==> config.mk <==
export PLATFORM = sky130hd
export DESIGN_NAME = spa_ctrl
export DESIGN_NICKNAME = d
export VERILOG_FILES = /design/src/spa_pkg.sv /design/src/spa_ctrl.sv
export VERILOG_INCLUDE_DIRS = /design/src /design/src/src
export SDC_FILE = /design/constraint.sdc
export NUM_CORES = 1
export LEC_CHECK = 0
export CAP_MARGIN = 10
export CORE_MARGIN = 2
export CORE_UTILIZATION = 28
export CTS_BUF_LIST = sky130_fd_sc_hd__clkbuf_4 sky130_fd_sc_hd__clkbuf_8 sky130_fd_sc_hd__clkbuf_16
export DETAILED_ROUTE_END_ITERATION = 8
export DONT_BUFFER_PORTS = 1
export GPL_TIMING_DRIVEN = 0
export PLACE_DENSITY = 0.43
export SETUP_SLACK_MARGIN = 0.1
export SYNTH_ARGS = -nofsm -noshare
export SYNTH_HDL_FRONTEND = slang
export SYNTH_SLANG_ARGS = --single-unit
==> constraint.sdc <==
create_clock -name clk_i -period 11.4 [get_ports clk_i]
set_clock_uncertainty 0.05 [all_clocks]
set_input_delay 1.71 -clock clk_i [delete_from_list [all_inputs] [get_ports clk_i]]
set_output_delay 1.71 -clock clk_i [all_outputs]
set_load 0.02 [all_outputs]
==> src/spi_pool_allocator_assert.svh <==
// Assertion macros for the identifier pool allocator.
// Needs clk_i and rst_ni in the scope of the module that uses them.
`ifndef SPI_POOL_ALLOCATOR_ASSERT_SVH
`define SPI_POOL_ALLOCATOR_ASSERT_SVH

// A condition that must hold at every clock edge out of reset.
`define SPA_ASSERT_HOLDS(lbl, cond, msg) \
  lbl: assert property (@(posedge clk_i) disable iff (!rst_ni) (cond)) else $error(msg);

// An antecedent that implies a consequent in the same cycle.
`define SPA_ASSERT_IMPLIES(lbl, ante, cons, msg) \
  lbl: assert property (@(posedge clk_i) disable iff (!rst_ni) (ante) |-> (cons)) \
    else $error(msg);

`endif

==> src/spa_pkg.sv <==
// Shared types and constants of the identifier pool allocator.
// No dependencies; every other file but the assertion header uses this package.
package spa_pkg;

  localparam int unsigned POOL_SIZE = 1024;
  localparam int unsigned SLOT_W    = $clog2(POOL_SIZE);
  localparam int unsigned CNT_W     = $clog2(POOL_SIZE + 1);
  localparam int unsigned ID_W      = 32;
  localparam int unsigned CFG_IDX_W = 2;

  localparam logic [CFG_IDX_W-1:0] REG_LOWER = CFG_IDX_W'(0);
  localparam logic [CFG_IDX_W-1:0] REG_UPPER = CFG_IDX_W'(1);

  typedef enum logic [1:0] {
    ACT_ANY     = 2'd0,
    ACT_NAMED   = 2'd1,
    ACT_RELEASE = 2'd2
  } action_e;

  typedef enum logic [2:0] {
    ST_OK     = 3'd0,
    ST_RANGE  = 3'd1,
    ST_TAKEN  = 3'd2,
    ST_EMPTY  = 3'd3,
    ST_DOUBLE = 3'd4
  } status_e;

  typedef enum logic [3:0] {
    S_IDLE,
    S_DECODE,
    S_MEM_RD,
    S_EVAL,
    S_ANY_CHK,
    S_ANY_NXT,
    S_UL_W1,
    S_UL_W2,
    S_AP_W1,
    S_AP_W2,
    S_DONE
  } state_e;

  typedef struct packed {
    action_e         action;
    logic [ID_W-1:0] ident;
    logic [ID_W-1:0] reserved_a;
    logic [ID_W-1:0] reserved_b;
  } in_item_t;

  typedef struct packed {
    logic [ID_W-1:0]  granted;
    status_e          status;
    logic [CNT_W-1:0] free_count;
  } out_item_t;

  typedef struct packed {
    logic [ID_W-1:0] lo;
    logic [ID_W-1:0] hi;
  } bounds_t;

  typedef struct packed {
    logic              re;
    logic              we_next;
    logic              we_prev;
    logic [SLOT_W-1:0] addr;
    logic [SLOT_W-1:0] wdata;
  } link_req_t;

  typedef struct packed {
    logic [SLOT_W-1:0] nxt;
    logic [SLOT_W-1:0] prv;
  } link_rd_t;

  typedef struct packed {
    logic              re;
    logic              we;
    logic [SLOT_W-1:0] addr;
    logic              wdata;
  } free_req_t;

endpackage

==> src/spa_ctrl.sv <==
// Sequencer of the allocator: list head, tail and count, the clearing pass,
// the read-modify-write steps on both memories and the result register.
// Depends on spa_pkg and spi_pool_allocator_assert.svh.
`include "spi_pool_allocator_assert.svh"

module spa_ctrl (
  input  logic                clk_i,
  input  logic                rst_ni,
  input  logic                in_valid_i,
  output logic                in_stall_o,
  input  spa_pkg::in_item_t   in_item_i,
  output logic                out_valid_o,
  input  logic                out_stall_i,
  output spa_pkg::out_item_t  out_item_o,
  input  logic                cfg_clear_i,
  input  spa_pkg::bounds_t    bounds_i,
  output spa_pkg::link_req_t  link_req_o,
  input  spa_pkg::link_rd_t   link_rd_i,
  output spa_pkg::free_req_t  free_req_o,
  input  logic                free_rd_i
);

  spa_pkg::state_e            state_q, state_d;
  spa_pkg::in_item_t          item_q;
  logic [spa_pkg::SLOT_W-1:0] slot_q, head_q, tail_q, clr_idx_q;
  logic [spa_pkg::CNT_W-1:0]  count_q, walk_q, count_dec;
  logic [spa_pkg::ID_W-1:0]   granted_q, cand_id, ident_off;
  spa_pkg::status_e           status_q;
  spa_pkg::out_item_t         out_q;
  logic                       out_valid_q, clr_q;
  logic                       in_range, cand_ok, out_free;

  assign cand_id   = bounds_i.lo + spa_pkg::ID_W'(slot_q);
  assign cand_ok   = (cand_id != item_q.reserved_a) && (cand_id != item_q.reserved_b);
  assign ident_off = item_q.ident - bounds_i.lo;
  assign in_range  = (item_q.ident >= bounds_i.lo) && (item_q.ident <= bounds_i.hi);
  assign count_dec = count_q - spa_pkg::CNT_W'(1);
  assign out_free  = !out_valid_q || !out_stall_i;

  always_comb begin
    state_d = state_q;
    unique case (state_q)
      spa_pkg::S_IDLE:    if (in_valid_i && !in_stall_o) state_d = spa_pkg::S_DECODE;
      spa_pkg::S_DECODE: begin
        unique case (item_q.action)
          spa_pkg::ACT_ANY: state_d = spa_pkg::S_ANY_CHK;
          spa_pkg::ACT_NAMED,
          spa_pkg::ACT_RELEASE: state_d = in_range ? spa_pkg::S_MEM_RD : spa_pkg::S_DONE;
          default: state_d = spa_pkg::S_DONE;
        endcase
      end
      spa_pkg::S_MEM_RD:  state_d = spa_pkg::S_EVAL;
      spa_pkg::S_EVAL: begin
        if (item_q.action == spa_pkg::ACT_NAMED) begin
          state_d = free_rd_i ? spa_pkg::S_UL_W1 : spa_pkg::S_DONE;
        end else begin
          state_d = free_rd_i ? spa_pkg::S_DONE : spa_pkg::S_AP_W1;
        end
      end
      spa_pkg::S_ANY_CHK: begin
        priority if (walk_q == count_q) state_d = spa_pkg::S_DONE;
        else if (cand_ok)               state_d = spa_pkg::S_UL_W1;
        else                            state_d = spa_pkg::S_ANY_NXT;
      end
      spa_pkg::S_ANY_NXT: state_d = spa_pkg::S_ANY_CHK;
      spa_pkg::S_UL_W1:   state_d = spa_pkg::S_UL_W2;
      spa_pkg::S_UL_W2:   state_d = spa_pkg::S_DONE;
      spa_pkg::S_AP_W1:   state_d = spa_pkg::S_AP_W2;
      spa_pkg::S_AP_W2:   state_d = spa_pkg::S_DONE;
      spa_pkg::S_DONE:    if (out_free) state_d = spa_pkg::S_IDLE;
      default:            state_d = spa_pkg::S_IDLE;
    endcase
  end

  always_comb begin
    in_stall_o = (state_q != spa_pkg::S_IDLE) || clr_q;
    link_req_o = '0;
    free_req_o = '0;
    link_req_o.addr = slot_q;
    free_req_o.addr = slot_q;
    unique case (state_q)
      spa_pkg::S_MEM_RD: begin
        link_req_o.re = 1'b1;
        free_req_o.re = 1'b1;
      end
      spa_pkg::S_ANY_CHK: link_req_o.re = (walk_q != count_q);
      spa_pkg::S_UL_W1: begin
        link_req_o.we_next = (slot_q != head_q);
        link_req_o.addr    = link_rd_i.prv;
        link_req_o.wdata   = link_rd_i.nxt;
      end
      spa_pkg::S_UL_W2: begin
        link_req_o.we_prev = (slot_q != tail_q);
        link_req_o.addr    = link_rd_i.nxt;
        link_req_o.wdata   = link_rd_i.prv;
        free_req_o.we      = 1'b1;
        free_req_o.wdata   = 1'b0;
      end
      spa_pkg::S_AP_W1: begin
        link_req_o.we_next = (count_q != '0);
        link_req_o.addr    = tail_q;
        link_req_o.wdata   = slot_q;
      end
      spa_pkg::S_AP_W2: begin
        link_req_o.we_prev = (count_q != '0);
        link_req_o.wdata   = tail_q;
        free_req_o.we      = 1'b1;
        free_req_o.wdata   = 1'b1;
      end
      default: ;
    endcase
    if (clr_q) begin
      free_req_o.we    = 1'b1;
      free_req_o.addr  = clr_idx_q;
      free_req_o.wdata = 1'b0;
    end
  end

  always_ff @(posedge clk_i) begin
    if (state_q == spa_pkg::S_IDLE) begin
      item_q <= in_item_i;
    end
  end

  always_ff @(posedge clk_i or negedge rst_ni) begin
    if (!rst_ni) begin
      state_q     <= spa_pkg::S_IDLE;
      head_q      <= '0;
      tail_q      <= '0;
      count_q     <= '0;
      clr_q       <= 1'b1;
      clr_idx_q   <= '0;
      out_valid_q <= 1'b0;
      slot_q      <= '0;
      walk_q      <= '0;
      granted_q   <= '0;
      status_q    <= spa_pkg::ST_OK;
      out_q       <= '0;
    end else begin
      state_q <= state_d;
      if (out_valid_q && !out_stall_i) begin
        out_valid_q <= 1'b0;
      end
      unique case (state_q)
        spa_pkg::S_DECODE: begin
          granted_q <= '0;
          status_q  <= spa_pkg::ST_RANGE;
          slot_q    <= ident_off[spa_pkg::SLOT_W-1:0];
          walk_q    <= '0;
          if (item_q.action == spa_pkg::ACT_ANY) begin
            slot_q <= head_q;
          end
        end
        spa_pkg::S_EVAL: begin
          status_q <= (item_q.action == spa_pkg::ACT_NAMED) ? spa_pkg::ST_TAKEN
                                                             : spa_pkg::ST_DOUBLE;
        end
        spa_pkg::S_ANY_CHK: begin
          status_q <= spa_pkg::ST_EMPTY;
        end
        spa_pkg::S_ANY_NXT: begin
          slot_q <= link_rd_i.nxt;
          walk_q <= walk_q + spa_pkg::CNT_W'(1);
        end
        spa_pkg::S_UL_W1: begin
          if (slot_q == head_q) begin
            head_q <= link_rd_i.nxt;
          end
        end
        spa_pkg::S_UL_W2: begin
          if (slot_q == tail_q) begin
            tail_q <= link_rd_i.prv;
          end
          if (count_q != '0) begin
            count_q <= count_dec;
          end
          if (count_q == '0 || count_dec == '0) begin
            head_q <= '0;
            tail_q <= '0;
          end
          granted_q <= cand_id;
          status_q  <= spa_pkg::ST_OK;
        end
        spa_pkg::S_AP_W1: begin
          if (count_q == '0) begin
            head_q <= slot_q;
          end
        end
        spa_pkg::S_AP_W2: begin
          tail_q    <= slot_q;
          count_q   <= count_q + spa_pkg::CNT_W'(1);
          granted_q <= item_q.ident;
          status_q  <= spa_pkg::ST_OK;
        end
        spa_pkg::S_DONE: begin
          if (out_free) begin
            out_valid_q      <= 1'b1;
            out_q.granted    <= granted_q;
            out_q.status     <= status_q;
            out_q.free_count <= count_q;
          end
        end
        default: ;
      endcase
      // The clearing pass sweeps the free flags; a bound write restarts it.
      if (clr_q) begin
        clr_idx_q <= clr_idx_q + spa_pkg::SLOT_W'(1);
        if (clr_idx_q == spa_pkg::SLOT_W'(spa_pkg::POOL_SIZE - 1)) begin
          clr_q <= 1'b0;
        end
      end
      if (cfg_clear_i) begin
        clr_q     <= 1'b1;
        clr_idx_q <= '0;
        head_q    <= '0;
        tail_q    <= '0;
        count_q   <= '0;
      end
    end
  end

  assign out_valid_o = out_valid_q;
  assign out_item_o  = out_q;

  `SPA_ASSERT_HOLDS(a_count_in_pool, count_q <= spa_pkg::CNT_W'(spa_pkg::POOL_SIZE), "free count above pool size")
  `SPA_ASSERT_IMPLIES(a_empty_list_ends, (state_q == spa_pkg::S_IDLE) && (count_q == '0), (head_q == '0) && (tail_q == '0), "empty list keeps stale ends")
  `SPA_ASSERT_IMPLIES(a_unlink_nonempty, state_q == spa_pkg::S_UL_W2, count_q != '0, "unlink from an empty list")
  `SPA_ASSERT_IMPLIES(a_result_from_done, $rose(out_valid_q), $past(state_q) == spa_pkg::S_DONE, "result loaded outside the done step")

endmodule

==> results.md, run 1 <==
- For this run the aggregate overflow at the end of global routing stands at 0.
- For the worst-skew pair, the clock arrives at the later sink with an insertion delay of 580 ps.
- The worst setup path is of the input pin to flip-flop kind.
- The final antenna-violating net count is 0.
- The total number of nets in the final design is 1907.
- The worst setup path is captured at a flip-flop.
- The total clock buffers created by CTS is 31.
- Once the clock tree was built, the setup fixing pass inserted 0 buffers.
- In the synthesized netlist the dominant register cell turns out to be sky130_fd_sc_hd__dfrtp_1.
- The via count of the first global-routing pass came to 12782.
- From left edge to right edge, the die measures 240 µm.
- For this run, global-route usage on met3 was measured as 4.49%.
- Along the worst path, the maximum fanout reaches 10.
- At the end of routability-driven placement, the weighted congestion stood at 0.904.
- At the worst endpoint, the arrival time is 6000 ps.
- Counting flops with an async set or reset pin after synthesis yields a share of 60.3%.
- The main combinational cell family by area after synthesis is compound AO/OA/AOI/OAI gates.
- The number of detailed-route iterations in the first pass is 5.
- The fraction of layout instances using a drive strength above 1 is 8.75%.
- The met1 track demand over resource in global routing is 25.8%.
- The clock input transition at the sequential cells of the worst setup and hold paths is 60 ps.
- The flow ran to the end, and the final reports show no timing, DRC or antenna violations.
- At the worst endpoint, the required time is 11810 ps.
- The number of nets handed over by synthesis was 1865.
- Setup repair after global routing left no endpoint under its margin.
- The number of storage elements in the synthesis netlist is 247.
- In this run the clock root is driven by a sky130_fd_sc_hd__clkbuf_16.
- Once routing completed, OpenROAD measured the worst setup slack at 5810 ps.
- The count of final hold-check violations was 0.
- After Yosys synthesis, XOR and XNOR cells account for 8.82% of the synthesized area.
- In the routed design, unresolved DRC markers number 0.
- The maximum single-stage delay on the critical path is 910 ps.
- The category of the worst setup path launch point is an input pin.
- The final critical path takes up 49.0% of the cycle.
- The initial antenna violation count is 3.
- The signal on the critical path passes through ha_1, buf_6, o21ai_0, a21oi_1, a211oi_2, clkbuf_1, xnor2_1, xnor2_1, o2111ai_1, nor4_1, a31oi_1, o21a_1.
- The largest individual stage delay along the critical path comes from the cell sky130_fd_sc_hd__nor4_1.
- The post-cts hold buffer count is 0.
- The diode insertion count for antenna repair is 0.
- For this design, the sink count on the clock tree is 247.
- The library cell appearing most often on the critical path is sky130_fd_sc_hd__xnor2_1.
- The number of standard-cell rows in the floorplan is 86.
- The number of buffer cells added on primary ports is 0.
- The placed instances occupy a cell area of 16600 µm².
- In this run the tightest slew margin relative to its limit is 26.7%.
- Derived from the worst setup path, the maximum achievable clock frequency is 179 MHz.
- The minimum period implied by the final worst setup slack is 5590 ps.
- The global routing usage summed across all routing layers is 20.0%.
- The sum of routed wire length over all layers is 58.5 mm.
- The global-route met2 utilization is 34.2%.
- The final routed wire length divided by cell count is 24.3 µm.
- The transition at the pin with the smallest max-transition slack is 1090 ps.
- A synthesized cell averages 9.77 µm².
- The level count of the clock H-tree is 1.
- The portion of the post-synthesis area used by sequential elements is 42.9%.
- In this run the worst hold path is classified as flip-flop to flip-flop.
- The die is 240 µm tall.
- The area overhead of the layout relative to synthesis is 13.3%.
- The tool flagged a number of max-cap violations equal to 0.
- In this run, post-CTS repair resized a total of 0 instances.
- The mux share of post-synthesis cell area is 3.95%.
- The final instance area is 17600 µm².
- The count of endpoints failing setup in the final report is 0.
- Summed over all nets, the half-perimeter wirelength after detailed placement is 46.2 mm.
- The area of the core region is 55000 µm².
- In this run, the number of DRC markers left after iteration 0 of detailed routing was 950.
- After filler insertion, the fill cell instance count of the layout stands at 5740.
- Counting along the longest clock path gives a buffer depth of 3.
- Summed over all cells, the static leakage comes to 7.24 nW.
- Of the total synthesized cell area, the portion taken by full adders, half adders and majority gates is 6.85%.
- The synthesized design contains 98 enable-type register cells.
- The pin count of the biggest net entering global routing is 150.
- The starting utilization of the core area is 28.3%.
- The family with the most delay on the worst path is compound AO/OA/AOI/OAI gates.
- The first global-routing pass estimated 85.3 mm of wire.
- The complex-gate fraction of the synthesized area is 18.1%.
- The cell count after synthesis came out at 1593.
- After synthesis the cells add up to 15600 µm².
- The number of slew-limit violations in the final report is 0.
- The top-level I/O count is 272.
- The die covers 57500 µm².
- The sum of negative setup slack is 0 ps.
- Together, buffers and inverters on the worst path number 2.
- TritonCTS built the clock tree.
- The post-synthesis simple-gate area fraction is 14.7%.
- The Yosys step of the flow raised 0 warnings.
- The layer flagged by global routing as most heavily used is met2.
- The power per cell area is 271 nW/µm².
- Across all layers, the routed design uses 12734 vias.
- The average via count per standard cell is 5.29.
- Cells fill 32.1% of the core in the end.
- The worst slack at placement is 5380 ps.
- Yosys mapped the design onto 86 distinct sky130hd cell types.
- Across the VDD grid, the largest voltage drop is 0.119 mV.
## metal layers
| layer | part of all wire (%) | up-vias | wire length (µm) |
|---|---|---|---|
| met4 | 2.2 | 4 | 1280 |
| li1 | - | 5941 | - |
| met5 | 0.046 | - | 27 |
| met3 | 6.7 | 67 | 3900 |
| met1 | 43 | 6301 | 25100 |
| met2 | 48 | 421 | 28200 |
## metrics by stage
| step | power [mW] | std cells | hold WS [ps] |
|---|---|---|---|
| after floorplan | 3.07 | 1593 | 402 |
| after global placement | 3.78 | 2341 | 427 |
| after detailed placement | 3.81 | 2350 | 433 |
| after CTS | 4.81 | 2405 | 447 |
| after global routing | 5.09 | 2405 | 467 |
| final | 4.77 | 2405 | 441 |
## where the power goes
group	switching, mW	internal [mW]	leakage [nW]
Clock	0.392	0.584	0.514
Combinational	1.32	0.800	3.80
Sequential	0.385	1.29	2.92
Total	2.10	2.67	7.24
## Yosys cell counts, types with 5 or more instances
| library cell | number | area share, % |
|---|---|---|
| sky130_fd_sc_hd__or2_2 | 7 | 0.28 |
| sky130_fd_sc_hd__buf_2 | 6 | 0.19 |
| sky130_fd_sc_hd__edfxtp_1 | 98 | 19 |
| sky130_fd_sc_hd__a22o_1 | 5 | 0.28 |
| sky130_fd_sc_hd__a31oi_1 | 7 | 0.28 |
| sky130_fd_sc_hd__xnor3_1 | 7 | 1.0 |
| sky130_fd_sc_hd__inv_1 | 92 | 2.2 |
| sky130_fd_sc_hd__buf_1 | 13 | 0.31 |
| sky130_fd_sc_hd__nor2_1 | 98 | 2.4 |
| sky130_fd_sc_hd__nand4_1 | 38 | 1.5 |
| sky130_fd_sc_hd__ha_1 | 82 | 6.6 |
| sky130_fd_sc_hd__nand2_1 | 142 | 3.4 |
| sky130_fd_sc_hd__o31ai_1 | 30 | 1.4 |
| sky130_fd_sc_hd__o21ai_0 | 107 | 3.4 |
| sky130_fd_sc_hd__and2_1 | 13 | 0.52 |
| sky130_fd_sc_hd__xor2_1 | 52 | 2.9 |
| sky130_fd_sc_hd__a211oi_1 | 17 | 0.82 |
| sky130_fd_sc_hd__o21a_1 | 6 | 0.29 |
| sky130_fd_sc_hd__nor4_1 | 21 | 0.84 |
| sky130_fd_sc_hd__nor2b_1 | 9 | 0.36 |
| sky130_fd_sc_hd__xnor2_1 | 84 | 4.7 |
| sky130_fd_sc_hd__a22oi_1 | 48 | 2.3 |
| sky130_fd_sc_hd__or3_1 | 13 | 0.52 |
| sky130_fd_sc_hd__a2111oi_0 | 10 | 0.56 |
| sky130_fd_sc_hd__nand3_1 | 37 | 1.2 |
| sky130_fd_sc_hd__o22ai_1 | 7 | 0.28 |
| sky130_fd_sc_hd__nand2b_1 | 21 | 0.84 |
| sky130_fd_sc_hd__a21oi_1 | 66 | 2.1 |
| sky130_fd_sc_hd__a21o_1 | 28 | 1.4 |
| sky130_fd_sc_hd__dfrtp_1 | 148 | 24 |
| sky130_fd_sc_hd__and3_1 | 9 | 0.36 |
| sky130_fd_sc_hd__a222oi_1 | 23 | 1.5 |
| sky130_fd_sc_hd__clkbuf_1 | 76 | 1.8 |
| sky130_fd_sc_hd__nor3_1 | 29 | 0.93 |
| sky130_fd_sc_hd__o2111ai_1 | 8 | 0.45 |
| sky130_fd_sc_hd__mux2_2 | 51 | 3.7 |
## cell usage in the layout, fill, tap and decap left out, types with 10 or more instances in the layout
master / instances
sky130_fd_sc_hd__o31ai_1: 30
sky130_fd_sc_hd__nor3_1: 29
sky130_fd_sc_hd__or3_1: 13
sky130_fd_sc_hd__clkbuf_16: 31
sky130_fd_sc_hd__clkbuf_1: 76
sky130_fd_sc_hd__inv_1: 92
sky130_fd_sc_hd__mux2_2: 51
sky130_fd_sc_hd__buf_1: 13
sky130_fd_sc_hd__nor2_1: 98
sky130_fd_sc_hd__nand2_1: 142
sky130_fd_sc_hd__edfxtp_1: 98
sky130_fd_sc_hd__nand4_1: 38
sky130_fd_sc_hd__xor2_1: 52
sky130_fd_sc_hd__ha_1: 82
sky130_fd_sc_hd__a222oi_1: 23
sky130_fd_sc_hd__a22oi_1: 48
sky130_fd_sc_hd__nand2b_1: 21
sky130_fd_sc_hd__a21o_1: 28
sky130_fd_sc_hd__clkbuf_4: 11
sky130_fd_sc_hd__o21ai_0: 107
sky130_fd_sc_hd__xnor2_1: 84
sky130_fd_sc_hd__and2_1: 13
sky130_fd_sc_hd__dfrtp_1: 148
sky130_fd_sc_hd__a211oi_1: 17
sky130_fd_sc_hd__a21oi_1: 66
sky130_fd_sc_hd__a2111oi_0: 10
sky130_fd_sc_hd__nand3_1: 37
sky130_fd_sc_hd__nor4_1: 20
## cell type report
cell class              count  area [µm²]  share of cell area [%]
repair buffers              9         114                   0.646
multi-input cells        1156        8160                    46.3
clock inverters             7        63.8                   0.362
inverters                  92         345                    1.96
clock buffers              48         941                    5.34
flip-flops and latches    247        6670                    37.9
plain buffers              98         394                    2.24
well taps                 748         936                    5.31
## worst paths after layout
path / start / to / slack, ps / cells after the start
setup reg to reg: slot_q[1]$_DFFE_PN0P_ / state_q[1]$_DFFE_PN0P_ / 6240 / 13
hold reg to reg: granted_q[10]$_DFFE_PN0P_ / granted_q[10]$_DFFE_PN0P_ / 440 / 2
min in group asynchronous: rst_ni / out_item_o[12]$_DFFE_PN0P_ / 790 / 0
setup / recovery: bounds_i[35] / state_q[1]$_DFFE_PN0P_ / 5810 / 12
max in group asynchronous: rst_ni / out_item_o[45]$_DFFE_PN0P_ / 10210 / 0
hold / removal: granted_q[10]$_DFFE_PN0P_ / granted_q[10]$_DFFE_PN0P_ / 440 / 2
## sequential cells by signal, summed over array words and instances, names as in the netlist
register and count:
item_q 98, out_item_o 46, granted_q 32, count_q 11, walk_q 11, clr_idx_q 10
head_q 10, slot_q 10, tail_q 10, state_q 4, status_q 3, clr_q 1
out_valid_o 1
## logic make-up after synthesis
family,after synthesis
and+or+nand+nor,462
AOI/OAI and AO/OA,411
DFF,247
buffers and inverters,190
xor gates and xnor gates,144
adders and majority gates,84
muxes,55
## worst min-delay path, cell delays in order (launching register included)
cell and delay, ps:
sky130_fd_sc_hd__dfrtp_1 340, sky130_fd_sc_hd__a222oi_1 60, sky130_fd_sc_hd__inv_1 50
Power figures use the tool's default switching activity.
==> inputs of run 2 (changes only) <==
- ABC_AREA: default -> 1
- PLACE_DENSITY: 0.43 -> 0.41
- clock period: 11.4 -> 5.8 ns (I/O delays scaled with it)
==> run 2 against run 1 <==
  * Count of clock-buffer cells in the layout fell by 8
  * Wire length increased by 1.1%
  * Flip-flop and latch count did not move
  * Die area down 0.35%
  * Power is 2.6% higher
  * Global-route usage is 0.43 points higher
  * First-iteration DRC count decreased by 3.6%
  * Critical path depth fell by 4
  * Combinational power decreased by 66%
  * Worst hold slack got worse by 370 ps
  * Register-to-register slack lost 4400 ps
  * Critical endpoint is now link_req_o[1]
==> results.md, run 2 <==
- The origin of the worst setup path is state_q[2]$_DFFE_PN0P_ (was bounds_i[35]).
- The number of slew-limit violations in the final report is 0 (unchanged).
- The fraction of power spent switching nets is 27.6% (was 44.0%).
- The worst-case clock buffer depth is 3 (unchanged).
- The most frequently used flop master after synthesis is sky130_fd_sc_hd__dfrtp_1 (unchanged).
- The power per cell area is 277 nW/µm² (was 271 nW/µm²).
- The root cell of the clock tree is sky130_fd_sc_hd__clkbuf_16 (unchanged).
- The number of synthesized flops with an enable pin is 98 (unchanged).
- The die boundary width is 239 µm (was 240 µm).
- The final antenna-violating net count is 0 (unchanged).
- The number of detailed-route iterations in the first pass is 5 (unchanged).
- The fmax is 246 MHz.
- The total number of vias is 13268 (was 12734).
- The overall overflow remaining after global route is 0 (unchanged).
- The final-layout fill cell count is 5804 (was 5740).
- The number of different library cells in the post-synthesis netlist is 59 (was 86).
- The count of final hold-check violations is 0 (unchanged).
- The via count of the first global-routing pass is 13176 (was 12782).
- The top cell type's share of synthesized area was 23.9% (was 23.8%).
- The final routed wire length divided by cell count is 22.1 µm (was 24.3 µm).
- The category of the worst setup path launch point is a flip-flop (was input pin).
- The source-to-sink clock delay at the later pin of the worst-skew pair is 590 ps (was 580 ps).
- The count of maximum capacitance violations was 0 (unchanged).
- The total number of yosys warnings came to 0 (unchanged).
- The final instance area is 17600 µm² (about the same).
- The die height is 239 µm (was 240 µm).
- The transition at the pin with the smallest max-transition slack is 1140 ps (was 1090 ps).
- The level count of the clock H-tree is 1 (unchanged).
- The net count after synthesis is 2189 (was 1865).
- The clock input transition at the sequential cells of the worst setup and hold paths was 60 ps (about the same).
- The final weighted congestion in routability-driven placement was 0.937 (was 0.904).
- The worst slack at placement came to 1520 ps (was 5380 ps).
- The sort of element at the end of the critical path is an output pin (was flip-flop).
- The switching power was 1.35 mW (was 2.10 mW).
- The arrival time of the worst setup path is 3150 ps (was 6000 ps).
- The reported leakage power is 8.18 nW (was 7.24 nW).
- The sequential group share of total power is 40.5% (was 35.1%).
- The average via count per standard cell is 4.95 (was 5.29).
- The total die area is 57300 µm² (was 57500 µm²).
- The starting utilization of the core area is 28.2% (was 28.3%).
- Synth area leaders: sky130_fd_sc_hd__dfrtp_1 24%, sky130_fd_sc_hd__edfxtp_1 19%, sky130_fd_sc_hd__nand2_1 13% (was sky130_fd_sc_hd__dfrtp_1 24%, sky130_fd_sc_hd__edfxtp_1 19%, sky130_fd_sc_hd__ha_1 6.6%).
- Outcome: complete, no violations (unchanged).
- The placed wire-length estimate after detailed placement is 48.2 mm (was 46.2 mm).
- The total clock buffers created by CTS was 31 (unchanged).
- The startpoint of the lowest-slack register-to-register path is slot_q[0]$_DFFE_PN0P_ (was slot_q[1]$_DFFE_PN0P_).
- The combined area of all synthesized cells is 15500 µm² (was 15600 µm²).
- The cell-internal power is 3.55 mW (was 2.67 mW).
- The count of endpoints failing setup in the final report is 0 (unchanged).
- The portion of the post-synthesis area used by sequential elements is 43.0% (was 42.9%).
- The cell with the most instances after synthesis is sky130_fd_sc_hd__nand2_1 (was sky130_fd_sc_hd__dfrtp_1).
- The most common library cell in the layout ignoring fill and taps was sky130_fd_sc_hd__nand2_1 (was sky130_fd_sc_hd__dfrtp_1).
- The wire length of the first global-routing pass is 86.5 mm (was 85.3 mm).
- The pin count of the biggest net entering global routing is 149 (was 150).
- The worst max-slew margin expressed relative to the limit is 24.2% (was 26.7%).
- The top-level I/O count is 272 (unchanged).
- The post-synthesis area per instance came to 8.09 µm² (was 9.77 µm²).
- The area overhead of the layout relative to synthesis was 13.8% (was 13.3%).
- The number of buffer cells added on primary ports came to 0 (unchanged).
- The number of storage elements in the synthesis netlist was 247 (unchanged).
- Most used cells in the layout excluding fill and tap cells: 518 x sky130_fd_sc_hd__nand2_1, 240 x sky130_fd_sc_hd__inv_1, 148 x sky130_fd_sc_hd__dfrtp_1 (was 148 x sky130_fd_sc_hd__dfrtp_1, 142 x sky130_fd_sc_hd__nand2_1, 107 x sky130_fd_sc_hd__o21ai_0).
- The initial antenna violation count is 1 (was 3).
- The post-layout worst setup margin is 1730 ps (was 5810 ps).
- The number of instances resized during post-cts repair was 0 (unchanged).
- The final critical path takes up 70.1% of the cycle.
- The count of mapped cells out of synthesis is 1917 (was 1593).
- The path type of the worst setup path is flip-flop to output pin (was input pin to flip-flop).
- The register with the most flip-flops is item_q (unchanged).
- The fraction of layout instances using a drive strength above 1 is 9.16% (was 8.75%).
- The share of flip-flops with an asynchronous set or reset after synthesis is 60.3% (unchanged).
- The cell depth of the worst flop-to-flop path came to 16 (was 13).
- The power share of the clock group is 45.0% (was 20.4%).
- The number of flip-flops in the largest register is 98 (unchanged).
- The total number of nets in the final design came to 2226 (was 1907).
- The power share of the combinational group is 14.5% (was 44.5%).
- The sum of routed wire length over all layers was 59.2 mm (was 58.5 mm).
- Setup repair after global routing missed its margin: no (unchanged).
- The CTS tree is yes (unchanged).
- The highest ir drop seen on vdd was 0.335 mV (was 0.119 mV).
- The number of DRC markers in iteration 0 is 916 (was 950).
- The number of standard-cell rows in the floorplan is 86 (unchanged).
- The worst min-delay path category is input pin to asynchronous set/reset pin (was flip-flop to flip-flop).
- Counting I/O delays and the setup requirement, the final critical path takes 4070 ps.
- The post-cts hold buffer count came to 1 (was 0).
- Commonest cells in the synthesized netlist: 518 x sky130_fd_sc_hd__nand2_1, 240 x sky130_fd_sc_hd__inv_1, 148 x sky130_fd_sc_hd__dfrtp_1 (was 148 x sky130_fd_sc_hd__dfrtp_1, 142 x sky130_fd_sc_hd__nand2_1, 107 x sky130_fd_sc_hd__o21ai_0).
- The placed instance area is 16500 µm² (was 16600 µm²).
- The post-CTS setup buffer count came to 0 (unchanged).
- The area of the core region came to 54900 µm² (was 55000 µm²).
- The final routed DRC violation total was 0 (unchanged).
- The number of clock sinks came to 247 (unchanged).
- The highest net fanout along the worst path is 10 (unchanged).
- The library cell occupying the most area in the post-synthesis netlist is sky130_fd_sc_hd__dfrtp_1 (unchanged).
- The data required time at the worst endpoint is 4880 ps (was 11810 ps).
- The global routing usage summed across all routing layers is 20.4% (was 20.0%).
==> run 2: final cells by class <==
class	count	area, µm²	share of cell area, %
antenna	1	2.50	0.0142
buffer	49	214	1.21
clock buffer	40	868	4.92
clock inverter	16	293	1.66
inverter	254	958	5.43
multi-input combinational	1367	7660	43.4
sequential	247	6670	37.8
tap	704	881	4.99
timing repair buffer	4	95.1	0.539
==> run 2: worst paths after layout <==
path	end	slack [ps]
setup / recovery	link_req_o[1]	1730
hold / removal	clr_q$_DFF_PN1_	70
setup reg to reg	state_q[1]$_DFFE_PN0P_	1870
hold reg to reg	granted_q[2]$_DFFE_PN0P_	420
max in group asynchronous	out_item_o[41]$_DFFE_PN0P_	4830
min in group clk_i	item_q[82]$_DFFE_PN_	320
==> run 2: stage by stage <==
step           power (mW)  TNS [ps]  cells  hold slack [ps]  utilization, %
4_1_cts              4.97         0   2681             35.0            32.2
2_1_floorplan        2.49         0   1917              388               -
3_3_place_gp         2.70      -779   2621              410            29.9
3_5_place_dp         2.70         0   2624              420            30.0
6_report             4.90         0   2682             71.1            32.2
5_1_grt              5.14         0   2681             34.7            32.2
==> run 2: power by group through the flow <==
stage                     clock network, mW  registers [mW]  logic (mW)
after floorplan                           0            1.98       0.517
after global placement                    0            2.01       0.681
after detailed placement                  0            2.01       0.687
after CTS                              2.27            1.98       0.717
after global routing                   2.34            1.99       0.808
final                                  2.20            1.98       0.711
==> run 2: metal layers <==
metal | GRT usage, % | routed length [µm] | vias up
li1 | - | - | 6524
met1 | 26.6 | 26000 | 6288
met2 | 34.5 | 27800 | 374
met3 | 4.25 | 3550 | 82
met4 | 5.23 | 1730 | 0
met5 | 0 | 0 | -
==> run 2: kinds of logic (layout without fill, tap and decap cells) <==
logic type / count (synthesis) / after routing / synth area share (%)
other: 0 / 1 / 0
multiplexers: 33 / 33 / 2.40
AND/OR/NAND/NOR: 895 / 895 / 25.3
buffers and inverters: 303 / 363 / 7.56
XOR/XNOR: 52 / 52 / 3.03
adder cells (fa/ha/maj): 84 / 84 / 6.88
flip-flops: 247 / 247 / 43.0
AO/OA/AOI/OAI: 303 / 303 / 11.8
==> run 2: critical path: stages (launching register included) <==
cell and delay [ps]:
sky130_fd_sc_hd__dfrtp_1 330, sky130_fd_sc_hd__buf_2 220, sky130_fd_sc_hd__inv_2 80, sky130_fd_sc_hd__nor2_2 110, sky130_fd_sc_hd__inv_2 70, sky130_fd_sc_hd__nor2_4 290, sky130_fd_sc_hd__inv_1 240, sky130_fd_sc_hd__clkbuf_1 460
sky130_fd_sc_hd__o2111ai_1 740
==> inputs of run 3 (changes only) <==
- PLACE_DENSITY: 0.41 -> 0.43
- clock period: 5.8 -> 3.7 ns (I/O delays scaled with it)
==> run 3 against run 2 <==
  * Wire length grew 0.52%
  * The flow now finishes with violations (negative hold slack)
  * Combinational power grew 52%
  * First-iteration DRC count grew 9.9%
  * Utilization grew 0.12 points
  * Clock power grew 55%
  * Non-clock buffer count grew 2
  * Critical path depth grew 13
  * Flip-flop and latch count is the same
  * Count of clock-buffer cells in the layout grew 10
  * Via count grew 1.3%
==> results.md, run 3 (same netlist as run 2, synthesis figures left out) <==
- The startpoint of the lowest-slack register-to-register path is slot_q[0]$_DFFE_PN0P_ (unchanged).
- The final antenna-violating net count is 0 (unchanged).
- The worst slack at placement came to -313 ps (was 1520 ps).
- Outcome: complete, but fails checks (was complete, no violations).
- The internal reg-to-reg setup slack is 220 ps (was 1870 ps).
- The final weighted congestion in routability-driven placement came to 0.900 (was 0.937).
- The arrival time of the worst setup path came to 3860 ps (was 3150 ps).
- The post-layout worst setup margin came to 217 ps (was 1730 ps).
- After layout, the worst path uses 94.1% of the clock period.
- The power per cell area was 429 nW/µm² (was 277 nW/µm²).
- The final worst hold slack is -347 ps (was 71.1 ps).
- The starting utilization of the core area is 28.2% (unchanged).
- The area of the core region is 54900 µm² (unchanged).
- The number of flip-flops in the largest register is 98 (unchanged).
- The highest ir drop seen on vdd was 0.569 mV (was 0.335 mV).
- The level count of the clock H-tree came to 2 (was 1).
- The sort of element at the end of the critical path is a flip-flop (was output pin).
- The number of detailed-route iterations in the first pass is 7 (was 5).
- The total number of nets in the final design is 2232 (was 2226).
- The worst max-slew margin expressed relative to the limit is 38.6% (was 24.2%).
- Most used cells in the layout excluding fill and tap cells: 515 x sky130_fd_sc_hd__nand2_1, 239 x sky130_fd_sc_hd__inv_1, 146 x sky130_fd_sc_hd__dfrtp_1 (was 518 x sky130_fd_sc_hd__nand2_1, 240 x sky130_fd_sc_hd__inv_1, 148 x sky130_fd_sc_hd__dfrtp_1).
- The global routing usage summed across all routing layers was 20.5% (was 20.4%).
- The register with the most flip-flops is item_q (unchanged).
- The cell depth of the worst flop-to-flop path is 21 (was 16).
- The via count of the first global-routing pass is 13029 (was 13176).
- The source-to-sink clock delay at the later pin of the worst-skew pair was 550 ps (was 590 ps).
- The die height is 239 µm (unchanged).
- The area overhead of the layout relative to synthesis is 14.3% (was 13.8%).
- The sum of routed wire length over all layers is 59.5 mm (was 59.2 mm).
- The count of final hold-check violations is 149 (was 0).
- The pin count of the biggest net entering global routing is 150 (was 149).
- The count of maximum capacitance violations was 0 (unchanged).
- The total number of vias was 13445 (was 13268).
- The final reports fail on negative hold slack.
- The overall overflow remaining after global route is 0 (unchanged).
- The final routed wire length divided by cell count is 22.1 µm (about the same).
- The total instance count after detailed placement is 2624 (unchanged).
- The worst-case clock buffer depth was 3 (unchanged).
- The die boundary width is 239 µm (unchanged).
- The initial antenna violation count was 2 (was 1).
- The fraction of layout instances using a drive strength above 1 came to 10.3% (was 9.16%).
- Subtracting the final worst setup slack from the clock period gives 3480 ps.
- The final routed DRC violation total was 0 (unchanged).
- Derived from the worst setup path, the maximum achievable clock frequency is 287 MHz.
- The number of buffer cells added on primary ports is 0 (unchanged).
- The number of standard-cell rows in the floorplan is 86 (unchanged).
- The total clock buffers created by CTS is 35 (was 31).
- The path type of the worst setup path is flip-flop to flip-flop (was flip-flop to output pin).
- The count of endpoints failing setup in the final report was 0 (unchanged).
- The transition at the pin with the smallest max-transition slack came to 921 ps (was 1140 ps).
- The reported leakage power was 8.20 nW (was 8.18 nW).
- The clock input transition at the sequential cells of the worst setup and hold paths is 50 ps (was 60 ps).
- The overall power is 7.61 mW (was 4.90 mW).
- The root cell of the clock tree was sky130_fd_sc_hd__clkbuf_16 (unchanged).
- The category of the worst setup path launch point is a flip-flop (unchanged).
- The total die area came to 57300 µm² (unchanged).
- The number of clock sinks is 247 (unchanged).
- The number of DRC markers in iteration 0 is 1007 (was 916).
- The placed wire-length estimate after detailed placement is 47.9 mm (was 48.2 mm).
- Setup repair after global routing missed its margin: no (unchanged).
- The most common library cell in the layout ignoring fill and taps is sky130_fd_sc_hd__nand2_1 (unchanged).
- The highest net fanout along the worst path came to 6 (was 10).
- The number of cells in the finished layout apart from fillers is 2687 (was 2682).
- The worst min-delay path category is input pin to asynchronous set/reset pin (unchanged).
- The reg-to-reg critical path endpoint is state_q[1]$_DFFE_PN0P_ (unchanged).
- The data required time at the worst endpoint came to 4080 ps (was 4880 ps).
- The CTS tree was yes (unchanged).
- The average via count per standard cell is 5.00 (was 4.95).
- The top-level I/O count is 272 (unchanged).
- The final-layout fill cell count was 5808 (was 5804).
- The wire length of the first global-routing pass is 85.9 mm (was 86.5 mm).
- The number of slew-limit violations in the final report is 0 (unchanged).
-- run 3: what timing repair did --
item	4_1_cts	5_1_grt
setup endpoints to repair	12	21
buffers inserted	0	3
endpoints found under the hold margin	149	149
cloned	0	0
gates resized for setup	9	19
-- run 3: through the flow --
| step | utilization, % | TNS, ps | instance area [µm²] |
|---|---|---|---|
| 2_1_floorplan | - | 0 | 15500 |
| 3_3_place_gp | 29.9 | -1180 | 16400 |
| 3_5_place_dp | 30.0 | -596 | 16500 |
| 4_1_cts | 32.1 | -8.17 | 17600 |
| 5_1_grt | 32.3 | 0 | 17700 |
| 6_report | 32.3 | 0 | 17700 |
-- run 3: cell type report --
class	instances	area [µm²]	area share (%)
repair buffers	6	82.6	0.466
clock buffers	50	1050	5.95
clock inverters	9	104	0.586
plain buffers	49	218	1.23
inverters	254	962	5.43
flip-flops and latches	247	6680	37.7
diodes	1	2.50	0.0141
multi-input cells	1367	7740	43.7
well taps	704	881	4.97
-- run 3: layer usage --
metal	wire, µm	part of all wire [%]	vias to the layer above	global-route usage, %
li1	-	-	6528	-
met4	1980	3.3	2	7.08
met2	27600	46	423	33.4
met5	79	0.13	-	1.04
met3	4460	7.5	96	5.91
met1	25300	43	6396	25.9
-- run 3: worst max-delay path by stage --
stage	startpoint	end	slack (ps)	cells after the start
final	slot_q[0]$_DFFE_PN0P_	state_q[1]$_DFFE_PN0P_	220	21
after global routing	slot_q[0]$_DFFE_PN0P_	state_q[1]$_DFFE_PN0P_	110	21
after CTS	state_q[2]$_DFFE_PN0P_	link_req_o[1]	-8	8
after detailed placement	slot_q[1]$_DFFE_PN0P_	state_q[1]$_DFFE_PN0P_	-310	15
after global placement	state_q[2]$_DFFE_PN0P_	in_stall_o	-680	5
after floorplan	state_q[2]$_DFFE_PN0P_	in_stall_o	470	5
-- run 3: critical path, stage by stage, from the launching register on --
cell,delay (ps)
sky130_fd_sc_hd__dfrtp_2,470
sky130_fd_sc_hd__ha_4,210
sky130_fd_sc_hd__inv_1,60
sky130_fd_sc_hd__fa_1,450
sky130_fd_sc_hd__inv_1,140
sky130_fd_sc_hd__nand3_1,80
sky130_fd_sc_hd__nand2_1,180
sky130_fd_sc_hd__nand2_1,90
sky130_fd_sc_hd__nand2_1,160
sky130_fd_sc_hd__nand3_1,170
sky130_fd_sc_hd__nand3_2,150
sky130_fd_sc_hd__nand2_2,130
sky130_fd_sc_hd__nand2_1,90
sky130_fd_sc_hd__nand2_1,50
sky130_fd_sc_hd__nor2_1,100
sky130_fd_sc_hd__nand2_1,80
sky130_fd_sc_hd__nor2_1,200
sky130_fd_sc_hd__nand3_1,120
sky130_fd_sc_hd__nand2_2,180
sky130_fd_sc_hd__nand2_1,70
sky130_fd_sc_hd__nand2_1,60
sky130_fd_sc_hd__nand3_1,60
-- run 3: where the power goes --
group / switching [mW] / leakage, nW / internal, mW
clock: 1.31 / 0.577 / 2.11
sequential: 0.124 / 2.88 / 2.98
combinational: 0.699 / 4.74 / 0.381
total: 2.13 / 8.20 / 5.47
